[config.mk]
export PLATFORM = sky130hd
export DESIGN_NAME = osri_divu
export DESIGN_NICKNAME = d
export VERILOG_FILES = /design/src/hdl/osri_pkg.sv /design/src/hdl/osri_divu.sv
export SDC_FILE = /design/constraint.sdc
export NUM_CORES = 1
export LEC_CHECK = 0
export BUFFER_PORTS_ARGS = -buffer_cell sky130_fd_sc_hd__buf_2
export CAP_MARGIN = 5
export CORE_AREA = 2 2 115 117
export CTS_CLUSTER_SIZE = 30
export DETAILED_ROUTE_END_ITERATION = 10
export DIE_AREA = 0 0 117 119
export PLACE_DENSITY = 0.7
export SYNTH_ARGS = -nofsm -noshare
export SYNTH_HDL_FRONTEND = slang
export SYNTH_SLANG_ARGS = --single-unit
[constraint.sdc]
create_clock -name clk -period 8.7 [get_ports clk]
set_input_delay 0.435 -clock clk [delete_from_list [all_inputs] [get_ports clk]]
set_output_delay 0.435 -clock clk [all_outputs]
set_load 0.005 [all_outputs]
[src/hdl/osri_pkg.sv]
package osri_pkg;

  typedef enum logic [2:0] {
    OP_PUSH  = 3'd0,
    OP_POP   = 3'd1,
    OP_DUP   = 3'd2,
    OP_EXCH  = 3'd3,
    OP_INDEX = 3'd4,
    OP_ROLL  = 3'd5,
    OP_CLEAR = 3'd6,
    OP_NONE  = 3'd7
  } op_t;

  typedef enum logic [1:0] {
    ST_OK      = 2'd0,
    ST_UNDER   = 2'd1,
    ST_OVER    = 2'd2,
    ST_ROLLCNT = 2'd3
  } status_t;

  localparam int WORD_W  = 32;
  localparam int DEPTH_W = 9;

  // One memory access request from the sequencer.
  typedef struct packed {
    logic        rd_en;
    logic        wr_en;
    logic [15:0] rd_addr;
    logic [15:0] wr_addr;
    logic [31:0] wr_data;
  } mem_req_t;

endpackage

[src/hdl/osri_divu.sv]
// Unsigned restoring divider, one quotient bit per cycle; remainder only.
module osri_divu (
  input  logic        clk,
  input  logic        rst_n,
  input  logic        go,
  input  logic [31:0] dividend,
  input  logic [31:0] divisor,
  output logic        done,
  output logic [31:0] rem
);
  import osri_pkg::*;

  logic [31:0] q_r;
  logic [32:0] rem_r;
  logic [31:0] den_r;
  logic [5:0]  cnt_r;
  logic        busy_r;
  logic [32:0] shifted;
  logic [32:0] diff;

  assign shifted = {rem_r[31:0], q_r[31]};
  assign diff    = shifted - {1'b0, den_r};
  assign rem     = rem_r[31:0];

  always_ff @(posedge clk) begin
    if (!rst_n) begin
      busy_r <= 1'b0;
      done   <= 1'b0;
      cnt_r  <= '0;
    end else begin
      done <= 1'b0;
      if (go) begin
        busy_r <= 1'b1;
        cnt_r  <= 6'd32;
        q_r    <= dividend;
        den_r  <= divisor;
        rem_r  <= '0;
      end else if (busy_r) begin
        q_r <= {q_r[30:0], 1'b0};
        if (!diff[32]) begin
          rem_r <= diff;
        end else begin
          rem_r <= shifted;
        end
        cnt_r <= cnt_r - 6'd1;
        if (cnt_r == 6'd1) begin
          busy_r <= 1'b0;
          done   <= 1'b1;
        end
      end
    end
  end
endmodule

==> results of run 1 <==
-- routing by layer --
metal  vias up  GRT usage [%]  share of wire (%)  wire length [µm]
li1       2371              -                  -                 -
met1      2207          25.90                 44              6027
met2       152          32.33                 47              6432
met3        18          7.125                7.2               986
met4         0          7.426                2.0               277
met5         -              0                  0                 0
-- state kept, by name (all words and copies together) (netlist names) --
| register | flops |
|---|---|
| cnt_r | 6 |
| rem_r | 32 |
| busy_r | 1 |
| den_r | 32 |
| q_r | 32 |
| done | 1 |
-- path summary, 6_finish.rpt --
kind,end,slack (ns),cells after the start
hold / removal,den_r[25],0.25,1
setup reg to reg,rem_r[31],5.02,11
hold reg to reg,cnt_r[0],0.51,2
setup / recovery,rem_r[31],5.02,11
-- worst reg2reg max path, delay by kind of cell (launching register included) --
kind                     cells  cell delay (ns)
flip-flops                   1             0.35
AND/OR/NAND/NOR              3             1.03
buffers and inverters        1             0.05
adder cells (fa/ha/maj)      2             0.61
AO/OA/AOI/OAI                5             1.35
-- where the power goes --
group          switching [mW]  internal (mW)
Clock                   0.184          0.222
Combinational           0.226          0.162
Sequential             0.0224          0.599
Total                   0.432          0.983
-- layout make-up --
| type | count | share of cell area (%) |
|---|---|---|
| Inverter | 43 | 2.273 |
| Timing Repair Buffer | 103 | 7.401 |
| Multi-Input combinational cell | 418 | 40.16 |
| Tap cell | 176 | 3.101 |
| Clock buffer | 12 | 3.771 |
| Sequential cell | 104 | 42.85 |
| Clock inverter | 4 | 0.4405 |
-- layout by cell type (no fill, tap or decap), drive strengths merged, types with 8 or more instances in the layout --
cell    netlist  routed
buf           9     103
edfxtp       96      96
a21oi        67      67
o21ai        61      61
inv          43      46
nand2        36      36
ha           34      34
nor2         32      32
mux2         31      31
nand3        26      26
xnor2        15      15
nor3         13      13
clkbuf       17      12
nand4         9       9
o21a          9       9
dfxtp         8       8
and3          8       8
-- cell families (layout without fill, tap and decap cells) --
kind of cell	Yosys count	count (layout)	share of synthesized area [%]
fa+ha+maj	35	35	7.227
simple gates	151	151	12.46
compound gates	177	177	17.38
mux	33	33	5.989
buf+inv	69	162	4.446
flops	104	104	49.37
xor+xnor	22	22	3.126
==> flow_summary.toml, run 1 <==
[detailed_routing]
drt-initial-drc-count = 402
avgRoutedWirePerCell_um = 15.96
drc_errors = 0
avgViaCountPerCell = 5.521
drt_wl_total_um = 13720
via_count = 4748
firstDrtPassIters = 6
final_antenna_net_count = 0

[sta]
max_slew.worst_pin.slew_ns = 1.014
finalSetupTns_ns = 0
finalHoldViolations = 0
fmax_mhz = 271.9
relSlewSlack_pct = 32.22
setup_violations = 0
timing.hold.ws_ns = 0.2486
slew_viol_final = 0
finClkSkew_ns = 0.009987
timing.final.crit_share_pct = 42.27
rsz0062_at_grt = "false"
fin_crit_ns = 3.678
setup_ws_ns = 5.022

[floorplan]
die_width_um = 117
die_h_um = 119
dieArea_mm2 = 0.01392
initial_core_util_pct = 47.87
core-area_mm2 = 0.01287
pin_count = 100
num_rows = 42

[cells_and_area]
drive_gt1_share_pct = 23.98
multi_input_area_mm2 = 0.002851
nets = 781
design_area_mm2 = 0.007101
diodes = 0
num-fill-cells = 1120
stdcell_count = 860
final_util_pct = 55.15
area_growth_pct = 15.21
seqCellArea_mm2 = 0.003043

[run_status]
status = "finished, final reports clean"

[clocking]
h-tree-depth = 3
cts_tree = "yes"
cts_buffers = 9
cts_setup_buffers = 0
clockBufferDepth = 2
cts_root_buffer = "clkbuf_16"
cts-hold-fix-buffers = 0
clkSinkCount = 104
clk_pin_slew_worst_paths_ns = 0.07
cts-resized-gates = 0
clock_latency_ns = 0.36

[yosys]
synth.top_cell.area_share_pct = 46.77
synth_enable_flop_cells = 96
yosys.area.top_type = "edfxtp_1"
synth_most_common_cell = "edfxtp_1"
synth.yosys.seq_area_share_pct = 49.37
ys_top_cells_by_area = "edfxtp_1, ha_1, mux2_2"
syn_avg_cell_area_um2 = 10.43
ys.warnings.count = 0
syn_area_mm2 = 0.006163
netlist_instances = 591
ys_types = 59
async_reset_ff_share_pct = 0
syn-num-nets = 693
ys_ff_latch = 104
synth_common_cells = "edfxtp_1, a21oi_1, o21ai_0"
synth_top_flop_cell = "edfxtp_1"

[setup_path]
critPathRequiredTime_ns = 8.77
worst_path_most_repeated_cell = "a21oi_1"
startpoint = "q_r[31]"
worstReg2RegStart = "q_r[31]"
crit_slowest_cell = "nand3_1"
endpoint_kind = "flop"
path_class = "reg2reg"
path_cells = "inv_1 -> ha_1 -> fa_1 -> nand2b_1 -> a21oi_1 -> o21ai_2 -> a211o_4 -> nand4b_4 -> nand3_1 -> o2111ai_1 -> a21oi_1"
crit_arrival_ns = 3.75
cp_max_fo = 25
cp-start-kind = "flop"
crit_buf_inv = 1
crit_family = "compound AO/OA/AOI/OAI gates"
max_stage_delay_ns = 0.73

[min_path]
min_from = "divisor[25]"
hold_class = "in2reg"

[placed_design]
numPlacedInstances = 844
io_buffer_count = 99
placedInstanceArea_mm2 = 0.006802
post-dp-hpwl_um = 9685
place_congestion = 0.8918
place_ws_ns = 5.064

[global_routing]
grt.overflow.total = 0
grt_pass1_wl_um = 22430
grt_max_degree = 69
grt_pass1_vias = 4713
track_usage_pct = 20.47
antenna_found_initial = 0

[pwr]
p_per_area_mw_per_mm2 = 199.2
power.total_mw = 1.414
cellLeakagePower_nw = 2.851
irDropWorstVdd_v = 0.0001302

[job]
cap_violations = 0
(Power assumes the default switching activity.)
==> run 2: changes to the inputs <==
==> constraint.sdc (replaced) <==
create_clock -name clk -period 3.8 [get_ports clk]
set_input_delay 0.19 -clock clk [delete_from_list [all_inputs] [get_ports clk]]
set_output_delay 0.19 -clock clk [all_outputs]
set_load 0.005 [all_outputs]
==> run 2 against run 1 <==
  * Cell area rose by 3.2%
  * Core utilization up 1.8 points
  * Worst hold slack got worse by 0.24 ns
  * Total power increased by 130%
  * Critical path type unchanged
  * Largest cell class unchanged
  * Largest power group unchanged
  * Highest routed layer unchanged
==> flow_summary.toml, run 2 (synthesized netlist as in run 1, its figures left out) <==
[run_status]
status = "finished, final reports clean"

[clocking]
clockBufferDepth = 2
clock_latency_ns = 0.36
h-tree-depth = 3
cts_root_buffer = "clkbuf_16"
clkSinkCount = 104
cts_tree = "yes"
cts_buffers = 9
clk_pin_slew_worst_paths_ns = 0.07
cts-resized-gates = 0

[detailed_routing]
avgRoutedWirePerCell_um = 16.10
drt_wl_total_um = 14230
avgViaCountPerCell = 5.586
drt-initial-drc-count = 312
final_antenna_net_count = 0
via_count = 4938
drc_errors = 0
firstDrtPassIters = 5

[global_routing]
track_usage_pct = 21.51
grt_max_degree = 40
antenna_found_initial = 0
grt_pass1_vias = 4923
grt.overflow.total = 0
grt_pass1_wl_um = 23520

[setup_path]
cp_max_fo = 33
crit_arrival_ns = 3.44
critPathRequiredTime_ns = 4.00
endpoint_kind = "flop"
cp-start-kind = "flop"
path_class = "reg2reg"

[sta]
timing.final.crit_share_pct = 85.15
rsz0062_at_grt = "false"
finClkSkew_ns = 0.01158
setup_violations = 0
relSlewSlack_pct = 39.21
fmax_mhz = 309.0
finalHoldViolations = 0
finalSetupTns_ns = 0
fin_crit_ns = 3.236
slew_viol_final = 0
max_slew.worst_pin.slew_ns = 0.9119

[cells_and_area]
top_regs = "den_r (32), q_r (32), rem_r (32)"
final_common_cell = "buf_2"
diodes = 0
nets = 805
area_growth_pct = 18.90
most-common-layout-cells = "buf_2, edfxtp_1, a21oi_1"
stdcell_count = 884
drive_gt1_share_pct = 23.45

[pwr]
p_per_area_mw_per_mm2 = 441.3
cellLeakagePower_nw = 2.944
irDropWorstVdd_v = 0.0003012

[floorplan]
pin_count = 100
num_rows = 42
die_h_um = 119
dieArea_mm2 = 0.01392
core-area_mm2 = 0.01287
die_width_um = 117
initial_core_util_pct = 47.87

[placed_design]
io_buffer_count = 99
place_congestion = 0.9592
post-dp-hpwl_um = 10100
numPlacedInstances = 847

[job]
cap_violations = 0

[min_path]
hold_class = "in2reg"
-- run 2: power breakdown --
group / switching, mW / internal, mW / total (mW)
clock: 0.435 / 0.453 / 0.888
combinational: 0.531 / 0.394 / 0.925
sequential: 0.0508 / 1.37 / 1.42
total: 1.02 / 2.22 / 3.23
-- run 2: layout make-up --
type	count	area [µm²]
tap	176	220.2
clock inverter	5	41.29
multi-input combinational	418	2859
timing repair buffer	127	770.7
sequential	104	3043
fill	1115	5547
inverter	43	161.4
clock buffer	11	232.7
-- run 2: repair_timing --
item	4_1_cts	5_1_grt
hold buffers	20	1
endpoints found under the hold margin	20	1
buffers inserted	0	0
-- run 2: critical path, stage by stage, from the launching register on --
cell      delay, ns
edfxtp_1       0.35
inv_1          0.05
ha_1           0.22
fa_1           0.39
nand2b_1       0.19
a21oi_1        0.31
o21ai_2        0.13
a211o_4        0.37
nand4b_4       0.12
a21oi_4        0.22
or4_1          0.56
a21oi_1        0.18
-- run 2: path summary, 6_finish.rpt --
kind	startpoint	to	slack [ns]	cells past startpoint
worst max-delay path	q_r[31]	rem_r[27]	0.56	11
worst min-delay path	divisor[16]	den_r[16]	0.01	1
worst max register to register	q_r[31]	rem_r[27]	0.56	11
worst min register to register	cnt_r[0]	cnt_r[0]	0.51	2
-- run 2: per-layer routing --
metal / track usage [%] / vias up / share of wire [%]
li1: - / 2416 / -
met1: 27.26 / 2333 / 43
met2: 34.93 / 167 / 48
met3: 6.361 / 22 / 7.4
met4: 7.426 / 0 / 1.7
met5: 0 / - / 0
-- run 2: through the flow --
stage | area [µm²] | util [%] | worst slack (ns) | total power [mW] | hold slack (ns)
final | 7328 | 56.92 | 0.5642 | 3.234 | 0.01224
after global routing | 7328 | 56.92 | 0.3444 | 3.418 | 0.002663
after CTS | 7318 | 56.84 | 0.5542 | 3.247 | 0.0009825
after detailed placement | 6844 | 53.16 | 0.5767 | 2.342 | 0.3681
after global placement | 6844 | 53.16 | 0.6900 | 2.320 | 0.3663
after floorplan | 6163 | - | 0.8567 | 2.097 | 0.2889
